--- src/rtl/core/olte_pkg.sv ---
// shared types and constants of the ordered list table engine
`default_nettype none

package olte_pkg;

  localparam int unsigned DEPTH_DEF = 16;
  localparam int unsigned WIDTH_DEF = 32;

  typedef enum logic [2:0] {
    CMD_GET        = 3'd0,
    CMD_SET        = 3'd1,
    CMD_INSERT     = 3'd2,
    CMD_REMOVE     = 3'd3,
    CMD_FIND_FIRST = 3'd4,
    CMD_FIND_LAST  = 3'd5
  } cmd_e;

  typedef enum logic [1:0] {
    STATUS_OK        = 2'd0,
    STATUS_NOT_FOUND = 2'd1,
    STATUS_FAILED    = 2'd2
  } status_e;

  typedef enum logic [1:0] {
    ST_IDLE,
    ST_RUN,
    ST_PLACE,
    ST_DONE
  } state_e;

endpackage

`default_nettype wire

--- src/rtl/core/olte_ram.sv ---
// generic single-write, single-read ram with registered read data
`default_nettype none

module olte_ram #(
  parameter int unsigned Width = 32,
  parameter int unsigned Depth = 16,
  localparam int unsigned AddrW = (Depth > 1) ? $clog2(Depth) : 1
) (
  input  wire logic             clk_i,
  input  wire logic             we_i,
  input  wire logic [AddrW-1:0] waddr_i,
  input  wire logic [Width-1:0] wdata_i,
  input  wire logic             re_i,
  input  wire logic [AddrW-1:0] raddr_i,
  output logic      [Width-1:0] rdata_o
);

  logic [Width-1:0] mem [Depth];

  always_ff @(posedge clk_i) begin
    if (we_i) begin
      mem[waddr_i] <= wdata_i;
    end
  end

  always_ff @(posedge clk_i) begin
    if (re_i) begin
      rdata_o <= mem[raddr_i];
    end
  end

endmodule

`default_nettype wire

--- src/rtl/core/ordered_list_table_engine.sv ---
// ordered list table engine: fixed-capacity ordered word list with count
//
// a command (cmd_i, position_i, value_in_i) is taken at a clock edge with
// start high and busy low. busy stays high until the result has been shown.
// each command gives one result: status_o, value_out_o, found_at_o and fill_o
// are valid for exactly one cycle while valid_o is high; the receiver cannot
// hold them off and must take them in that cycle.
// set in range, a rejected or unknown command and a find on an empty list go
// straight to the result. get, remove and find walk the entries through the ram;
// insert walks down from the top entry to move each entry up, then places the
// word; an append by set or insert places the word with no walk. a find stops at
// its first hit. a new command is accepted from the cycle after the strobe. the
// entries sit in a ram with one read and one write port; each moved or examined
// entry is read through the read port, and each moved entry is written back
// through the write port.
// reset clears the count and the sequencer; the ram contents are not cleared,
// and only entries below the count are ever read.
`default_nettype none

module ordered_list_table_engine
  import olte_pkg::*;
#(
  parameter int unsigned DEPTH = DEPTH_DEF,
  parameter int unsigned WIDTH = WIDTH_DEF
) (
  input  wire logic        clk_i,
  input  wire logic        rst_ni,
  input  wire logic        start,
  output logic             busy,
  input  wire logic [2:0]  cmd_i,
  input  wire logic [4:0]  position_i,
  input  wire logic [31:0] value_in_i,
  output logic             valid_o,
  output logic [1:0]       status_o,
  output logic [31:0]      value_out_o,
  output logic [3:0]       found_at_o,
  output logic [4:0]       fill_o
);

  localparam int unsigned AW   = $clog2(DEPTH);
  localparam int unsigned CW   = $clog2(DEPTH + 1);
  localparam int unsigned CmpW = (CW > 5) ? CW : 5;

  state_e state_q, state_d;

  logic [CW-1:0]    used_q, used_d;
  logic             rd_active_q, rd_active_d;
  logic             pend_q, pend_d;
  logic [AW-1:0]    pend_addr_q, pend_addr_d;
  logic [AW-1:0]    rd_ptr_q, rd_ptr_d;
  logic [AW-1:0]    rd_end_q, rd_end_d;
  cmd_e             cmd_q, cmd_d;
  logic [AW-1:0]    pos_q, pos_d;
  logic [WIDTH-1:0] word_q, word_d;
  status_e          status_q, status_d;
  logic [WIDTH-1:0] vout_q, vout_d;
  logic [AW-1:0]    at_q, at_d;

  logic             ram_we, ram_re;
  logic [AW-1:0]    ram_waddr, ram_raddr;
  logic [WIDTH-1:0] ram_wdata, ram_rdata;

  logic [CmpW-1:0]  pos_ext, used_ext;
  logic             in_range, at_end, full, nonempty;
  logic             is_find, hit, last;
  logic             walk_down;

  assign pos_ext  = CmpW'(position_i);
  assign used_ext = CmpW'(used_q);
  assign in_range = pos_ext < used_ext;
  assign at_end   = pos_ext == used_ext;
  assign full     = used_q == CW'(DEPTH);
  assign nonempty = used_q != '0;

  assign is_find   = (cmd_q == CMD_FIND_FIRST) || (cmd_q == CMD_FIND_LAST);
  assign hit       = pend_q && is_find && (ram_rdata == word_q);
  assign last      = pend_q && !rd_active_q;
  assign walk_down = (cmd_q == CMD_INSERT) || (cmd_q == CMD_FIND_LAST);

  olte_ram #(
    .Width (WIDTH),
    .Depth (DEPTH)
  ) u_ram (
    .clk_i   (clk_i),
    .we_i    (ram_we),
    .waddr_i (ram_waddr),
    .wdata_i (ram_wdata),
    .re_i    (ram_re),
    .raddr_i (ram_raddr),
    .rdata_o (ram_rdata)
  );

  // next state
  always_comb begin
    state_d = state_q;
    case (state_q)
      ST_IDLE: begin
        if (start) begin
          case (cmd_e'(cmd_i))
            CMD_GET:    state_d = in_range ? ST_RUN : ST_DONE;
            CMD_SET:    state_d = (!in_range && at_end && !full) ? ST_PLACE : ST_DONE;
            CMD_INSERT: begin
              if (full) begin
                state_d = ST_DONE;
              end else if (in_range) begin
                state_d = ST_RUN;
              end else if (at_end) begin
                state_d = ST_PLACE;
              end else begin
                state_d = ST_DONE;
              end
            end
            CMD_REMOVE:     state_d = in_range ? ST_RUN : ST_DONE;
            CMD_FIND_FIRST: state_d = nonempty ? ST_RUN : ST_DONE;
            CMD_FIND_LAST:  state_d = nonempty ? ST_RUN : ST_DONE;
            default:        state_d = ST_DONE;
          endcase
        end
      end
      ST_RUN: begin
        if (hit) begin
          state_d = ST_DONE;
        end else if (last) begin
          state_d = (cmd_q == CMD_INSERT) ? ST_PLACE : ST_DONE;
        end
      end
      ST_PLACE: state_d = ST_DONE;
      ST_DONE:  state_d = ST_IDLE;
      default:  state_d = ST_IDLE;
    endcase
  end

  // datapath and ram control
  always_comb begin
    used_d      = used_q;
    rd_active_d = 1'b0;
    pend_d      = 1'b0;
    pend_addr_d = rd_ptr_q;
    rd_ptr_d    = rd_ptr_q;
    rd_end_d    = rd_end_q;
    cmd_d       = cmd_q;
    pos_d       = pos_q;
    word_d      = word_q;
    status_d    = status_q;
    vout_d      = vout_q;
    at_d        = at_q;
    ram_we      = 1'b0;
    ram_waddr   = pos_q;
    ram_wdata   = word_q;
    ram_re      = 1'b0;
    ram_raddr   = rd_ptr_q;

    case (state_q)
      ST_IDLE: begin
        if (start) begin
          cmd_d    = cmd_e'(cmd_i);
          pos_d    = pos_ext[AW-1:0];
          word_d   = WIDTH'(value_in_i);
          status_d = STATUS_FAILED;
          vout_d   = '0;
          at_d     = '0;
          case (cmd_e'(cmd_i))
            CMD_GET: begin
              if (in_range) begin
                status_d    = STATUS_OK;
                rd_ptr_d    = pos_ext[AW-1:0];
                rd_end_d    = pos_ext[AW-1:0];
                rd_active_d = 1'b1;
              end else begin
                status_d = STATUS_NOT_FOUND;
              end
            end
            CMD_SET: begin
              if (in_range) begin
                // overwrite in place, no walk needed
                status_d  = STATUS_OK;
                ram_we    = 1'b1;
                ram_waddr = pos_ext[AW-1:0];
                ram_wdata = WIDTH'(value_in_i);
              end else if (at_end && !full) begin
                status_d = STATUS_OK;
              end
            end
            CMD_INSERT: begin
              if (!full && (in_range || at_end)) begin
                status_d    = STATUS_OK;
                // walk from the top entry down to the insert point
                rd_ptr_d    = AW'(used_q - 1'b1);
                rd_end_d    = pos_ext[AW-1:0];
                rd_active_d = in_range;
              end
            end
            CMD_REMOVE: begin
              if (in_range) begin
                status_d    = STATUS_OK;
                rd_ptr_d    = pos_ext[AW-1:0];
                rd_end_d    = AW'(used_q - 1'b1);
                rd_active_d = 1'b1;
              end
            end
            CMD_FIND_FIRST: begin
              status_d    = STATUS_NOT_FOUND;
              rd_ptr_d    = '0;
              rd_end_d    = AW'(used_q - 1'b1);
              rd_active_d = nonempty;
            end
            CMD_FIND_LAST: begin
              status_d    = STATUS_NOT_FOUND;
              rd_ptr_d    = AW'(used_q - 1'b1);
              rd_end_d    = '0;
              rd_active_d = nonempty;
            end
            default: begin
              status_d = STATUS_FAILED;
            end
          endcase
        end
      end

      ST_RUN: begin
        // issue one read a cycle, handle the data of last cycle's read
        if (rd_active_q) begin
          ram_re      = 1'b1;
          ram_raddr   = rd_ptr_q;
          pend_d      = 1'b1;
          pend_addr_d = rd_ptr_q;
          if (rd_ptr_q != rd_end_q) begin
            rd_active_d = 1'b1;
            rd_ptr_d    = walk_down ? AW'(rd_ptr_q - 1'b1) : AW'(rd_ptr_q + 1'b1);
          end
        end
        if (pend_q) begin
          case (cmd_q)
            CMD_GET: begin
              vout_d = ram_rdata;
            end
            CMD_INSERT: begin
              ram_we    = 1'b1;
              ram_waddr = AW'(pend_addr_q + 1'b1);
              ram_wdata = ram_rdata;
            end
            CMD_REMOVE: begin
              if (pend_addr_q == pos_q) begin
                vout_d = ram_rdata;
              end else begin
                ram_we    = 1'b1;
                ram_waddr = AW'(pend_addr_q - 1'b1);
                ram_wdata = ram_rdata;
              end
            end
            CMD_FIND_FIRST, CMD_FIND_LAST: begin
              if (ram_rdata == word_q) begin
                status_d = STATUS_OK;
                at_d     = pend_addr_q;
              end
            end
            default: begin
            end
          endcase
        end
        if (hit) begin
          rd_active_d = 1'b0;
          pend_d      = 1'b0;
        end else if (last && (cmd_q == CMD_REMOVE)) begin
          used_d = CW'(used_q - 1'b1);
        end
      end

      ST_PLACE: begin
        ram_we    = 1'b1;
        ram_waddr = pos_q;
        ram_wdata = word_q;
        used_d    = CW'(used_q + 1'b1);
      end

      default: begin
      end
    endcase
  end

  always_ff @(posedge clk_i or negedge rst_ni) begin
    if (!rst_ni) begin
      state_q     <= ST_IDLE;
      used_q      <= '0;
      rd_active_q <= 1'b0;
      pend_q      <= 1'b0;
    end else begin
      state_q     <= state_d;
      used_q      <= used_d;
      rd_active_q <= rd_active_d;
      pend_q      <= pend_d;
    end
  end

  always_ff @(posedge clk_i) begin
    pend_addr_q <= pend_addr_d;
    rd_ptr_q    <= rd_ptr_d;
    rd_end_q    <= rd_end_d;
    cmd_q       <= cmd_d;
    pos_q       <= pos_d;
    word_q      <= word_d;
    status_q    <= status_d;
    vout_q      <= vout_d;
    at_q        <= at_d;
  end

  assign busy        = state_q != ST_IDLE;
  assign valid_o     = state_q == ST_DONE;
  assign status_o    = status_q;
  assign value_out_o = 32'(vout_q);
  assign found_at_o  = 4'(at_q);
  assign fill_o      = 5'(used_q);

endmodule

`default_nettype wire

--- config.mk ---
export PLATFORM = sky130hd
export DESIGN_NAME = ordered_list_table_engine
export DESIGN_NICKNAME = d
export VERILOG_FILES = /design/src/rtl/core/olte_pkg.sv /design/src/rtl/core/olte_ram.sv /design/src/rtl/core/ordered_list_table_engine.sv
export SDC_FILE = /design/constraint.sdc
export NUM_CORES = 1
export LEC_CHECK = 0
export BUFFER_PORTS_ARGS = -buffer_cell sky130_fd_sc_hd__buf_2
export CAP_MARGIN = 15
export CORE_MARGIN = 3
export CORE_UTILIZATION = 35
export DETAILED_ROUTE_END_ITERATION = 12
export REMOVE_ABC_BUFFERS = 1
export SYNTH_ARGS = -nofsm -noshare
export SYNTH_HDL_FRONTEND = slang
export SYNTH_SLANG_ARGS = --single-unit
--- constraint.sdc ---
create_clock -name clk_i -period 13.78 [get_ports clk_i]
set_input_delay 0 -clock clk_i [delete_from_list [all_inputs] [get_ports clk_i]]
set_output_delay 0 -clock clk_i [all_outputs]
set_load 0.05 [all_outputs]
After elaboration in Yosys (flattened, before gate mapping)
Memories as Yosys holds them, arrays and structs flattened. A register that Yosys moved wholly into a read port is not among the register bits. Cells that the tools add are included.

Equal/unequal tests: 34. Bitwise operators: 0. Order comparisons: 1. Muxes and demuxes: 81. Multiply operators: 0. $add $sub $neg: 6. Shift-type cells: 0. Reductions and logical operators: 32. Divide/modulo/power cells: 0.

Operators with widths (number): two-way mux 32 bit (8); one-hot mux 32 bit (2 select lines) (4); two-way mux 4 bit (17); == test 32 bit (1); one-hot mux 4 bit (2 select lines) (4); two-way mux 2 bit (15); two-way mux 1 bit (20); inequality test 2 bit (second input constant) (10); one-hot mux 4 bit (5 select lines) (1); one-hot mux 2 bit (4 select lines) (2); one-hot mux 4 bit (4 select lines) (1); == test 3 x 2 -> 1 bit (second input constant) (4); == test 3 bit (second input constant) (4); inequality test 3 bit (second input constant) (4); two-way mux 5 bit (2); one-hot mux 2 bit (5 select lines) (1); one-hot mux 5 bit (2 select lines) (1); AND reduction 5 bit (2); nonzero test 5 bit (2); adder 4 x 1 -> 4 bit (second input constant) (2); logical AND 1 bit (8); subtractor 4 x 1 -> 4 bit (second input constant) (2); AND reduction 7 bit (1); logical NOT 3 bit (2); other kinds (24) (36).

Latch bits: 0. Memories: 1. Register bits after elaboration: 98. Logic and storage cells: 168. ROM bits: 0. Output and inout bits: 45. RAM bits: 512.

Memory list: u_ram.mem (words 16, bits a word 32, rd ports 1, clocked after memory_dff 1, write ports 1, RTL line olte_ram.sv:18) `logic [Width-1:0] mem [Depth];`.

Logic depth before layout (Yosys ltp)
Gate-level depths: netlist of the first run.

Word-level depth: 8. Mapped depth: 11. Depth with buffers taken out: 8.

Hierarchy
A second synthesis of the first run with hierarchy kept.

Cell total of the unflattened synthesis: 1349. Area total of the unflattened synthesis: 25933.6 µm².

By module, submodules not included: olte_ram (area an instance 20155.6 µm², times used 1, cells an instance 838); ordered_list_table_engine (area an instance 5778.0 µm², times used 1, cells an instance 511).

Least setup slack after synthesis of the first run
OpenSTA, ideal clock, no wires.

Kind: reg2reg. Start: register used_q[2] (netlist: fill_o[2]). End: memory u_ram.mem[0][0], enable pin. Setup time: 0.502 ns. Cell stages (with the launch flop): 11. Setup slack: 7.739 ns. Arrival time: 5.540 ns. Cell sequence: dfrtp_1 > clkbuf_1 > inv_1 > ha_1 > nand3_1 > o21ba_2 > nor3_4 > a2111o_1 > nand2b_1 > buf_2 > nor4_1.

Cells in the longest elaborated chain, start to end: 7.

RTL lines: start: declaration (RTL line ordered_list_table_engine.sv:46) `logic [CW-1:0] used_q, used_d;`; start signal: assignment (RTL line ordered_list_table_engine.sv:289) `used_q <= used_d;`; < comparator 5 bit * (RTL line ordered_list_table_engine.sv:70) `assign in_range = pos_ext < used_ext;`; two-way mux 1 bit (RTL line ordered_list_table_engine.sv:174) `if (in_range) begin`; two-way mux 1 bit (RTL line ordered_list_table_engine.sv:162) `case (cmd_e'(cmd_i))`; two-way mux 1 bit (RTL line ordered_list_table_engine.sv:155) `if (start) begin`; one-hot mux 1 bit (3 select lines) (RTL line ordered_list_table_engine.sv:153) `case (state_q)`; two-way mux 1 bit (RTL line olte_ram.sv:21) `if (we_i) begin`; two-way mux 1 bit (implied by the code) (RTL line olte_ram.sv:22) `mem[waddr_i] <= wdata_i;`; end: declaration (RTL line olte_ram.sv:18).

Every way passes the cells marked *; elsewhere a longest branch is shown, timed or not.

Final worst setup path of the first run
Start: register state_q[1]. End: memory u_ram.mem[15][16], enable pin.

Cells in the longest elaborated chain, start to end: 4.

RTL lines: start: declaration (RTL line ordered_list_table_engine.sv:44) `state_e state_q, state_d;`; start signal: assignment (RTL line ordered_list_table_engine.sv:288) `state_q <= state_d;`; == test 2 bit (tied with other cells) (RTL line ordered_list_table_engine.sv:153); one-hot mux 1 bit (3 select lines) (RTL line ordered_list_table_engine.sv:153); two-way mux 1 bit (RTL line olte_ram.sv:21); two-way mux 1 bit (implied by the code) (RTL line olte_ram.sv:22).

Several ways; a longest one is shown, not always the timed one.

==> results of run 1 <==
==> cells in the mapped netlist, drive strengths merged (4+ instances only) <==
cell / instances / area share
buf: 28 / 0.0057
nand3: 8 / 0.0015
nor3: 9 / 0.0022
a22oi: 10 / 0.0029
inv: 38 / 0.0055
nor2b: 6 / 0.0015
and2: 37 / 0.0090
mux2i: 4 / 0.0015
nor2: 27 / 0.0039
o22ai: 6 / 0.0015
nand2: 37 / 0.0054
edfxtp: 629 / 0.73
a222oi: 16 / 0.0062
o21ai: 19 / 0.0037
mux2: 4 / 0.0017
a211oi: 4 / 0.0012
dfrtp: 9 / 0.0087
xnor2: 17 / 0.0058
a21oi: 34 / 0.0067
nand2b: 6 / 0.0018
dfxtp: 4 / 0.0031
nor4: 26 / 0.0063
mux4: 160 / 0.14
xor2: 37 / 0.013
a21o: 4 / 0.0012
ha: 16 / 0.0077
clkbuf: 37 / 0.0054
a221oi: 5 / 0.0019
==> stage by stage <==
stage	cells	setup slack [ps]	instance area (µm²)	total power [mW]
after detailed placement	2308	9830	27700	4.17
after global routing	2476	9560	30400	6.20
after floorplan	1216	7120	25600	3.74
final	2477	9810	30400	5.95
after global placement	2307	9990	27700	4.14
after CTS	2474	9830	30400	6.01
==> report_power, final <==
part	switching, mW	internal (mW)	total (mW)
Combinational	0.975	0.565	1.54
Clock	0.759	1.07	1.83
Sequential	0.0720	2.51	2.58
==> cell usage in the layout (no fill, tap or decap), types with 4 or more instances in the layout <==
master,count
sky130_fd_sc_hd__nand3_1,8
sky130_fd_sc_hd__a211oi_1,4
sky130_fd_sc_hd__bufinv_16,6
sky130_fd_sc_hd__nor3_1,8
sky130_fd_sc_hd__clkbuf_16,71
sky130_fd_sc_hd__a22oi_1,10
sky130_fd_sc_hd__buf_2,88
sky130_fd_sc_hd__nor2_1,27
sky130_fd_sc_hd__a222oi_1,16
sky130_fd_sc_hd__a21oi_1,31
sky130_fd_sc_hd__mux4_2,160
sky130_fd_sc_hd__dfxtp_1,4
sky130_fd_sc_hd__dfrtp_1,9
sky130_fd_sc_hd__o22ai_1,6
sky130_fd_sc_hd__mux2i_1,4
sky130_fd_sc_hd__inv_1,37
sky130_fd_sc_hd__a21o_1,4
sky130_fd_sc_hd__xor2_1,37
sky130_fd_sc_hd__ha_1,15
sky130_fd_sc_hd__edfxtp_1,629
sky130_fd_sc_hd__clkinv_1,12
sky130_fd_sc_hd__dlygate4sd3_1,42
sky130_fd_sc_hd__nand2_1,37
sky130_fd_sc_hd__nor4_1,10
sky130_fd_sc_hd__xnor2_1,17
sky130_fd_sc_hd__clkinv_2,14
sky130_fd_sc_hd__a221oi_1,4
sky130_fd_sc_hd__and2_1,36
sky130_fd_sc_hd__buf_4,45
sky130_fd_sc_hd__clkbuf_1,13
sky130_fd_sc_hd__o21ai_0,17
sky130_fd_sc_hd__nand2b_1,4
sky130_fd_sc_hd__nor2b_1,6
sky130_fd_sc_hd__nor4_2,16
==> logic make-up (layout without fill, tap and decap cells) <==
group,after synthesis,after routing
flops,642,642
simple gates,170,170
mux,168,168
compound gates,126,126
buf+inv,104,340
xor+xnor,54,54
fa+ha+maj,17,17
other cells,0,1
==> per-layer routing <==
layer / vias to the layer above / part of all wire / global-route usage
met5: - / 0 / 0
met1: 7001 / 0.44 / 0.230
met3: 84 / 0.070 / 0.0353
met2: 526 / 0.48 / 0.255
met4: 0 / 0.019 / 0.0380
li1: 5658 / - / -
==> path summary, 6_finish.rpt <==
check	startpoint	slack, ps	depth (start not counted)	to
min reg2reg	fill_o[4]	540	1	fill_o[4]
max	state_q[1]	9810	10	u_ram.mem[15][16]
max in group asynchronous	rst_ni	13020	3	state_q[1]
min	value_in_i[2]	120	2	word_q[2]
min in group asynchronous	rst_ni	430	3	fill_o[4]
max reg2reg	state_q[1]	9810	10	u_ram.mem[15][16]
==> repair_timing <==
item	in CTS	in global routing
setup endpoints to repair	0	0
hold buffers	42	0
endpoints found under the hold margin	162	0
==> critical path, delay by kind of cell (launching register included) <==
kind	cells	cell delay [ps]
AND/OR/NAND/NOR	3	670
adder cells (fa/ha/maj)	1	210
buffers and inverters	4	1590
flip-flops	1	400
AO/OA/AOI/OAI	2	670
==> cell type report <==
type	count	area (µm²)	share of cell area
sequential	642	19200	0.632
multi-input combinational	535	6340	0.209
clock buffer	85	1840	0.0606
timing repair buffer	177	1240	0.0408
tap	959	1200	0.0395
clock inverter	39	409	0.0135
inverter	39	146	0.00482
antenna	1	2.50	0.0000824
==> sequential cells by signal, indices dropped and copies added, names as in the netlist, 5 cells and up <==
signal         cells
u_ram.rdata_o     32
word_q            32
u_ram.mem        512
value_out_o       32
fill_o             5
==> impl_summary.md, run 1 <==
Power and ir drop
The worst-case IR drop observed on VDD is slightly below 0.09 mV. In this run the static leakage power is 9.90 nW. The cell area power density is slightly below 200 nW/µm².

Layout
In the final layout, the share of cells above drive strength 1 is 0.281. The utilization after layout is 0.416. The net count of the finished layout is between 1.5k and 2k. After filler insertion, the fill cell instance count of the layout stands at between 6k and 7k. The area growth from synthesis to layout is 17.5%.

Critical path
The worst setup path is launched from a register. STA puts the critical path data required time at around 14000 ps. The start-to-end type of the worst setup path is reg2reg. The cell repeated most along the worst path is sky130_fd_sc_hd__buf_4. The data arrival time at the worst-slack endpoint is approximately 4200 ps. The largest fanout of any net on the critical path is 56. The largest incremental delay on the critical path is 570 ps.

Among all stages on the critical path, the largest delay is contributed by sky130_fd_sc_hd__buf_4. The worst setup path is captured at a register. The signal on the critical path passes through inv_1 -> ha_2 -> buf_4 -> nand2_1 -> o2bb2ai_1 -> nand2b_2 -> buf_4 -> a21oi_1 -> nor4_2 -> buf_4.

Die
The floorplan step defined a die boundary enclosing 77100 µm². The height of the die is 278 µm. Pin placement for this block handled 88 I/O pins. The number of placement rows is 99. The initial cell density of the core is 0.354. In this run the standard cell core region covers between 70000 and 80000 µm². The floorplan step set the die width to roughly 280 µm.

Timing
For the final database, setup skew stands at 34.2 ps. Setup violations remaining at the end of the flow were counted as 0. The max-slew violation total from the final report was 0. At the pin with the least slew margin, the transition time is 1160 ps. For the final routed database, the setup TNS stands at 0 ps. The number of hold violations in the final report is 0.

The post-route fraction of the period consumed by the critical path is 0.288. Based on the critical path, the design can be clocked at up to 252 MHz. Setup repair after global routing left no endpoint under its margin.

The final-layout worst hold slack is ~120 ps. The shortest clock period the worst path allows after layout is 3970 ps. The tightest slew margin relative to the limit is 0.224.

CTS
The total clock buffers created by CTS is 69. Clock-pin slew was measured on the worst setup and hold paths at 60 ps. The clock tree root buffer cell is sky130_fd_sc_hd__clkbuf_16. Post-CTS repair changed the size of 0 cells. Once the clock tree was built, the setup fixing pass inserted 0 buffers. The source-to-sink clock delay at the later pin of the worst-skew pair is between 600 and 700 ps. The buffer depth of the longest clock path is 3.

TritonCTS built the clock tree. The number of clock sinks is 642. The H-tree depth reported by CTS is 3.

Routing
The via total after detailed routing is 13.3k. The detail-routed net length per standard cell is 25.2 µm. In the routed layout, each cell is associated on average with a via count of about 5.4.

The overall routed net length is 62.5 mm. The pre-antenna-repair detailed-routing pass consisted of 6 iterations. The DRC violation count after routing is 0.

The number of nets still failing antenna checks after routing is 0. The detailed router finished its first iteration with 1563 violations.

Min path
The path class of the lowest-slack min-delay path is in2reg.

Yosys
The average cell area after synthesis is 20.2 µm². After synthesis, the share of flip-flops with an asynchronous set or reset is 0.0140. The multiplexer share of the synthesized area is 0.143. The number of synthesized flops with an enable pin is between 600 and 700. The number of distinct standard cells referenced by the synthesized netlist is 67. The part of the Yosys area used for sequential elements is 0.743.

The post-synthesis share of cell area spent on xor and xnor gates is 0.0183. Counting every instance in the synthesized netlist gives 1281. The number of synthesized register bits is 642. The fraction of the mapped netlist area in compound gates is 0.0353. In the synthesized netlist the dominant register cell turns out to be sky130_fd_sc_hd__edfxtp_1.

The number of synthesis warnings is 0. By area, the combinational part of the netlist is dominated by multiplexers. Of the total synthesized cell area, the portion taken by AND, OR, NAND and NOR gates is 0.0357. Of the total synthesized cell area, the portion taken by full adders, half adders and majority gates is 0.00852. The mapped cell area is 25800 µm².

GRT
The first-pass GRT wire length is 91.8 mm. The total global routing track utilization is 0.162. The largest net degree at the start of global routing is 133. The total overflow left after global routing is 0.

The initial antenna violation count was 0. The via count of the first global-routing pass is 13.7k.

Placed design
The wire-length estimate of the detail-placed layout is 36.5 mm. The last weighted congestion value of the routability-driven placer is 0.835. Input and output buffers added on the ports amount to 87.

Job
Max-cap violations in this run came to 0.

Run status
The flow ran to the end, and the final reports show no timing, DRC or antenna violations.
Power figures use the tool's default switching activity.
==> run 2: changes to the inputs <==
==> constraint.sdc (replaced) <==
create_clock -name clk_i -period 3.6 [get_ports clk_i]
set_input_delay 0 -clock clk_i [delete_from_list [all_inputs] [get_ports clk_i]]
set_output_delay 0 -clock clk_i [all_outputs]
set_load 0.05 [all_outputs]
==> run 2 against run 1 <==
Effect of this change:
- largest cell class unchanged
- clock power grew to 3.6 times the previous value
- worst hold slack gained 17 ps
- worst setup slack got worse by 9700 ps
- first-iteration DRC count up 6.4%
- largest power group unchanged
- via count increased by 1.9%
- final area increased by 0.65%
- die area is the same
- critical endpoint is now u_ram.mem[11][31]
- sequential cell count unchanged
- clock skew is 0.96 ps lower
- register-to-register slack got worse by 9700 ps
==> impl_summary.md, run 2 (synthesized netlist as in run 1, its figures left out) <==
Run status
The flow ran to the end, and the final reports show no timing, DRC or antenna violations.

Die
The number of placement rows was 99 (unchanged). The area inside the core boundary is 73100 µm² (unchanged). The height of the die is 278 µm (unchanged).

The number of placed I/O pins is 88 (unchanged). The initial cell density of the core is 0.354 (unchanged). The area of the die came to 77100 µm² (unchanged). The chip width is 278 µm (unchanged).

Layout
The flip-flop count of the largest register after layout is 512 (unchanged). The fraction of final layout cells sized beyond drive strength 1 is 0.290 (+0.00805). The utilization after layout is 0.418 (+0.00271). The register with the most flip-flops in the final layout is u_ram.mem. The area growth from synthesis to layout is 18.3%. The filler cell count in the final layout is 6370 (-1.2%). The most common library cell in the layout ignoring fill and taps is sky130_fd_sc_hd__edfxtp_1.

The library cells used most frequently in the layout, excluding fill and tap cells, are sky130_fd_sc_hd__edfxtp_1 (629), sky130_fd_sc_hd__mux4_2 (160), sky130_fd_sc_hd__buf_2 (87). The cell area after layout is 30600 µm² (+0.65%). The final net count is 1550 (+1.7%).

Job
The count of maximum capacitance violations is 0 (unchanged).

CTS
The source-to-sink clock delay at the later pin of the worst-skew pair is 600 ps (-20 ps). The H-tree depth reported by CTS was 3 (unchanged). The clock-pin transition on the worst setup and hold timing paths came to 70 ps (about the same). The clock tree root buffer cell is sky130_fd_sc_hd__clkbuf_16. The number of clock sinks came to 642 (unchanged).

The buffer depth of the longest clock path is 3 (unchanged). The total clock buffers created by CTS is 67 (-2.9%). TritonCTS built the clock tree.

Routing
The routed length on met2 is 29.8 mm (about the same). The DRC violation count after routing is 0 (unchanged). The number of design-rule violations left by the first detailed-router iteration is 1663 (+6.4%).

The overall routed net length came to 65.4 mm (+4.7%). The number of vias per cell is 5.41 (+1.0%). The number of iterations in the first detailed-routing pass is 6 (unchanged). The routed metal-1 wirelength was 28.0 mm (+3.0%).

Routed signal wires occupy layers up through met4. The met3 layer wire length in the routed design was 5.75 mm (+31%). The via total after detailed routing was 13.5k (+1.9%). The detail-routed net length per standard cell is 26.2 µm (+3.9%).

The number of nets still failing antenna checks after routing came to 0 (unchanged).

Min path
The path class of the lowest-slack min-delay path is in2reg. The number of instances on the worst hold path is 2 (unchanged). The hold-critical path endpoint is word_q[12]. The startpoint identified for the worst hold timing path is value_in_i[12].

Critical path
The first element of the critical path is fill_o[2]. The critical path goes through inv_1 -> ha_1 -> nand3_1 -> o21ba_2 -> nor3_4 -> a2111o_1 -> nand2b_1 -> nor4_2 -> buf_12. STA classifies the critical path startpoint as a register. The largest incremental delay on the critical path is 510 ps (-60 ps). The required time reported for the critical path endpoint is 3870 ps (-10150 ps).

The worst reg-to-reg path cell count was 9 (-1). The endpoint identified for the worst register-to-register timing path is u_ram.mem[11][31]. The register-to-register setup slack is 150 ps (-9660 ps). In this run the critical register-to-register path is launched from fill_o[2]. The data arrival time at the worst-slack endpoint is 3720 ps (-490 ps). The worst setup path is of the reg2reg kind. The largest fanout of any net on the critical path is 32 (-43%). The highest-delay cell along the critical path is sky130_fd_sc_hd__dfrtp_1.

STA classifies the critical path endpoint as a register.

Placed design
The total placed instance area was 28000 µm² (+1.3%). The half-perimeter wire length of the detailed placement result is 42.4 mm (+16%). The count of input and output buffers was 87 (unchanged). The last weighted congestion value of the routability-driven placer is 0.876 (+4.9%).

Timing
Setup repair after global routing left no endpoint under its margin. The tightest slew margin relative to the limit is 0.329 (+0.105). The measured slew at the worst slew-check pin is 1010 ps (-157 ps). The aggregate negative setup slack is 0 ps (unchanged). The final setup skew came to 33.3 ps (-0.955 ps). The upper clock frequency limit is 290 MHz (+15%).

The shortest clock period the worst path allows after layout is 3450 ps (-520 ps). The max-slew violation total from the final report is 0 (unchanged). The number of hold violations in the final report is 0 (unchanged). The count of final setup violators is 0 (unchanged).

The post-route fraction of the period consumed by the critical path is 0.958 (+0.670).

Power and ir drop
The cell area power density is 749 nW/µm² (+280%). The static leakage power is 10.0 nW (+1.0%). The worst-case vdd ir drop was 0.375 mV (+320%).

GRT
The total overflow reported by the global router was 0 (unchanged). The via count of the first global-routing pass was 13.6k (-0.16%). The total global routing track utilization is 0.170 (+0.00801). The largest net degree at the start of global routing came to 65 (-51%). The first-pass GRT wire length is 95.6 mm (+4.1%).

The initial antenna violation count is 2 (+2).
run 2: worst max-delay path by stage:
stage	end	depth (start not counted)
6_report	u_ram.mem[11][31]	9
3_5_place_dp	u_ram.mem[2][23]	9
2_1_floorplan	u_ram.mem[0][0]	7
3_3_place_gp	u_ram.mem[2][23]	9
4_1_cts	u_ram.mem[2][23]	9
5_1_grt	u_ram.mem[8][31]	9
run 2: cell type report:
cell class                      instances  area, µm²  area share
Sequential cell                       642      19200       0.628
Multi-Input combinational cell        535       6350       0.208
Clock buffer                           82       1800      0.0588
Timing Repair Buffer                  205       1580      0.0517
Tap cell                              959       1200      0.0393
Clock inverter                         34        299     0.00978
Inverter                               39        146     0.00479
Antenna cell                            1       2.50   0.0000819
run 2: critical path, delay by kind of cell (launching register included):
family | cells | cell delay [ps]
simple gates | 4 | 1010
compound gates | 2 | 820
flops | 1 | 510
buf+inv | 2 | 430
fa+ha+maj | 1 | 310
run 2: repair_timing:
item	4_1_cts	5_1_grt
buffers inserted	0	0
hold buffers	42	0
hold endpoints to repair	239	0
gates resized for setup	0	2
setup endpoints to repair	0	19
run 2: power breakdown:
part           switching [mW]  total [mW]  internal, mW
Clock                    2.75        6.65          3.90
Sequential              0.300        9.90          9.60
Combinational            4.06        6.34          2.29
Total                    7.11        22.9          15.8
run 2: metal layers:
metal / GRT usage / vias up
met4: 0.0598 / 0
met1: 0.243 / 7103
met3: 0.0437 / 90
li1: - / 5721
met5: 0 / -
met2: 0.252 / 602
run 2: through the flow:
step           setup slack [ps]  power (mW)  cells  hold slack, ps
5_1_grt                    7.98        23.9   2496             128
3_3_place_gp                369        16.3   2337            -112
2_1_floorplan             -3060        14.3   1216            -296
3_5_place_dp                207        16.4   2338            -108
6_report                    152        22.9   2497             138
4_1_cts                     136        23.1   2496             107
==> run 3: changes to the inputs <==
--- a/config.mk
+++ b/config.mk
@@ -8,8 +8,9 @@
 export BUFFER_PORTS_ARGS = -buffer_cell sky130_fd_sc_hd__buf_2
 export CAP_MARGIN = 15
 export CORE_MARGIN = 3
-export CORE_UTILIZATION = 35
+export CORE_UTILIZATION = 56
 export DETAILED_ROUTE_END_ITERATION = 12
+export PLACE_DENSITY = 0.73
 export REMOVE_ABC_BUFFERS = 1
 export SYNTH_ARGS = -nofsm -noshare
 export SYNTH_HDL_FRONTEND = slang
==> run 3 against run 2 <==
Effect of this change:
- first-iteration DRC count up 10%
- core utilization rose by 25 points
- clock skew shrank 19 ps
- critical endpoint is now u_ram.mem[10][22]
- sequential power grew 0.5%
- clock-buffer cell count fell by 15
==> impl_summary.md, run 3 (synthesized netlist as in run 1, its figures left out) <==
Run status
The run finished with clean final reports.

Critical path
The largest fanout of any net on the critical path came to 15 (-53%). The worst register-to-register path ends at u_ram.mem[10][22]. The kind of cell with the highest combined delay along the critical path is simple AND/OR/NAND/NOR gates.

The worst setup path is launched from a register. The largest incremental delay on the critical path is 500 ps (about the same). The beginning of the worst register-to-register path is fill_o[2]. The highest-delay cell along the critical path is sky130_fd_sc_hd__dfrtp_1. The critical path goes through inv_1 -> ha_1 -> nand3_1 -> o21ba_2 -> nor3_4 -> buf_4 -> a2111o_1 -> nand2b_1 -> nor4_2 -> buf_4. The capturing element type of the critical path is a register.

The cell repeated most along the worst path is sky130_fd_sc_hd__buf_4. The required time reported for the critical path endpoint is 3890 ps (+20 ps). The data arrival time at the worst-slack endpoint is 3750 ps (+30 ps). The critical path buffer and inverter count is 3 (+1). The worst reg-to-reg path cell count is 10 (+1). The register-to-register setup slack is 140 ps (about the same). The worst setup path is of the reg2reg kind.

Placed design
The setup slack after placement was 80.3 ps (-126 ps). The half-perimeter wire length of the detailed placement result is 39.3 mm (-7.4%). The last weighted congestion value of the routability-driven placer is 0.917 (+4.7%).

The count of input and output buffers came to 87 (unchanged).

GRT
The total overflow reported by the global router came to 0 (unchanged). The largest net degree at the start of global routing is 38 (-42%). The first-pass GRT wire length came to 96.2 mm (+0.64%). The total global routing track utilization came to 0.267 (+0.0973).

The via count of the first global-routing pass is 14.1k (+3.1%). The initial antenna violation count is 0 (-2).

Routing
The via total after detailed routing is 13.9k (+3.0%). The number of iterations in the first detailed-routing pass came to 5 (-1). The overall routed net length is 64.5 mm (-1.4%). The number of nets still failing antenna checks after routing is 0 (unchanged). The number of vias per cell came to 6.49 (+20%). The DRC violation count after routing is 0 (unchanged).

The number of design-rule violations left by the first detailed-router iteration is 1836 (+10%). The detail-routed net length per standard cell is 30.0 µm (+15%).

CTS
The H-tree depth reported by CTS came to 2 (-1). The total clock buffers created by CTS is 61 (-9.0%). The buffer depth of the longest clock path is 3 (unchanged). The TritonCTS clock tree is yes. The clock-pin transition on the worst setup and hold timing paths is 60 ps (about the same). CTS placed an instance of sky130_fd_sc_hd__clkbuf_16 at the clock tree root. The number of clock sinks was 642 (unchanged).

The source-to-sink clock delay at the later pin of the worst-skew pair is 610 ps (about the same).

Min path
The origin of the worst min-delay path is value_in_i[4]. The hold-critical path endpoint is word_q[4]. The path class of the lowest-slack min-delay path is in2reg. The number of instances on the worst hold path is 2 (unchanged).

Layout
The flip-flop count of the largest register after layout is 512 (unchanged). The most common library cell in the layout ignoring fill and taps is sky130_fd_sc_hd__edfxtp_1. The sequential cell area came to 19200 µm² (unchanged). The utilization after layout is 0.666 (+0.248). The final net count is 1553 (+0.19%). The top cell types in the final layout, fill and taps aside, are sky130_fd_sc_hd__edfxtp_1 (629), sky130_fd_sc_hd__mux4_2 (160), sky130_fd_sc_hd__buf_2 (87). The fraction of final layout cells sized beyond drive strength 1 is 0.300 (+0.0106). Counting flops per register, the top entry is u_ram.mem.

The number of antenna diodes was 0 (-1). Compared with the post-synthesis result, the final layout area differs by 17.2%. The area of the multi-input gates is 6350 µm² (about the same). The filler cell count in the final layout is 2931 (-54%).

Die
The height of the die is 221 µm (-20%). The initial cell density of the core is 0.568 (+0.215). The number of placed I/O pins is 88 (unchanged).

The number of placement rows is 78 (-21%). The area of the die was 48800 µm² (-37%). The area inside the core boundary came to 45500 µm² (-38%). The chip width is 221 µm (-20%).

Timing
The shortest clock period the worst path allows after layout is 3460 ps (+14.0 ps). The count of final setup violators is 0 (unchanged). The upper clock frequency limit is 289 MHz (-0.40%). The aggregate negative setup slack is 0 ps (unchanged).

The final setup skew is 13.9 ps (-19.4 ps). Setup repair after global routing could not meet its margin everywhere. The final-layout worst hold slack is 121 ps (-17.3 ps). The post-route fraction of the period consumed by the critical path is 0.962 (+0.00388). The max-slew violation total from the final report is 0 (unchanged). The measured slew at the worst slew-check pin is 1030 ps (+26.4 ps).

The smallest setup slack after layout is 138 ps (-14.0 ps). The tightest slew margin relative to the limit is 0.311 (-0.0176). The number of hold violations in the final report was 0 (unchanged).

Power and ir drop
The proportion of power drawn by flip-flops and latches was 0.433 (about the same). The clock share of power was 0.295 (+0.004). The cell-internal power came to 15.9 mW (+0.93%).

The combinational power share came to 0.272 (-0.005). The static leakage power is 10.1 nW (+0.70%). The worst-case vdd ir drop is 0.576 mV (+53%). The cell area power density is 759 nW/µm² (+1.3%). The net switching fraction of the power was 0.306 (-0.00409). The switching power is 7.04 mW (-0.99%).

Job
The count of maximum capacitance violations came to 0 (unchanged).
[run 3: cell count changes in the layout (fill, tap and decap cells not counted), moves of 2 or more]
cell                         before  now
sky130_fd_sc_hd__clkbuf_16       70   63
sky130_fd_sc_hd__inv_6            1    4
sky130_fd_sc_hd__buf_6            1    3
sky130_fd_sc_hd__clkbuf_1        12    4
sky130_fd_sc_hd__buf_4           63   65
sky130_fd_sc_hd__buf_12          12   16
sky130_fd_sc_hd__clkinvlp_4       1    7
sky130_fd_sc_hd__bufinv_16        5   11
[run 3: worst max path at each step]
stage / startpoint / end / slack [ps] / depth (start not counted)
6_report: fill_o[2] / u_ram.mem[10][22] / 140 / 10
3_3_place_gp: fill_o[2] / u_ram.mem[12][15] / 180 / 10
5_1_grt: fill_o[2] / u_ram.mem[8][13] / -40 / 10
4_1_cts: state_q[1] / u_ram.mem[7][6] / 60 / 10
3_5_place_dp: fill_o[2] / u_ram.mem[13][16] / 80 / 10
2_1_floorplan: state_q[1] / u_ram.mem[0][0] / -3060 / 7
[run 3: routing by layer]
metal,wire length [µm],vias up,track usage
li1,-,5714,-
met3,5720,117,0.0476
met1,25300,7271,0.389
met4,2040,0,0.0789
met2,31400,824,0.424
met5,0,-,0
[run 3: cell type report]
class	instances	area share
clock inverters	49	0.0182
repair buffers	214	0.0563
well taps	600	0.0248
flip-flops and latches	642	0.634
clock buffers	67	0.0526
multi-input cells	535	0.210
inverters	39	0.00483
[run 3: what timing repair did]
item                                    CTS  global route
hold buffers                             42             0
setup buffers                             0             3
endpoints found under the setup margin    0           504
endpoints found under the hold margin   223             0
gates resized for setup                   0             4
[run 3: power by group through the flow]
stage          Clock [mW]  Sequential [mW]  Combinational [mW]
2_1_floorplan           0             11.0                3.34
3_3_place_gp            0             10.1                6.07
3_5_place_dp            0             10.1                6.17
4_1_cts              6.88             9.94                6.28
5_1_grt              7.18             10.0                6.65
6_report             6.78             9.95                6.26
[run 3: metrics by stage]
step,power (mW),cell area [µm²],cells
floorplan,14.3,25600,1216
global placement,16.1,27700,1983
detailed placement,16.3,27700,1983
CTS,23.1,30200,2141
global route,23.8,30300,2146
finish,23.0,30300,2146
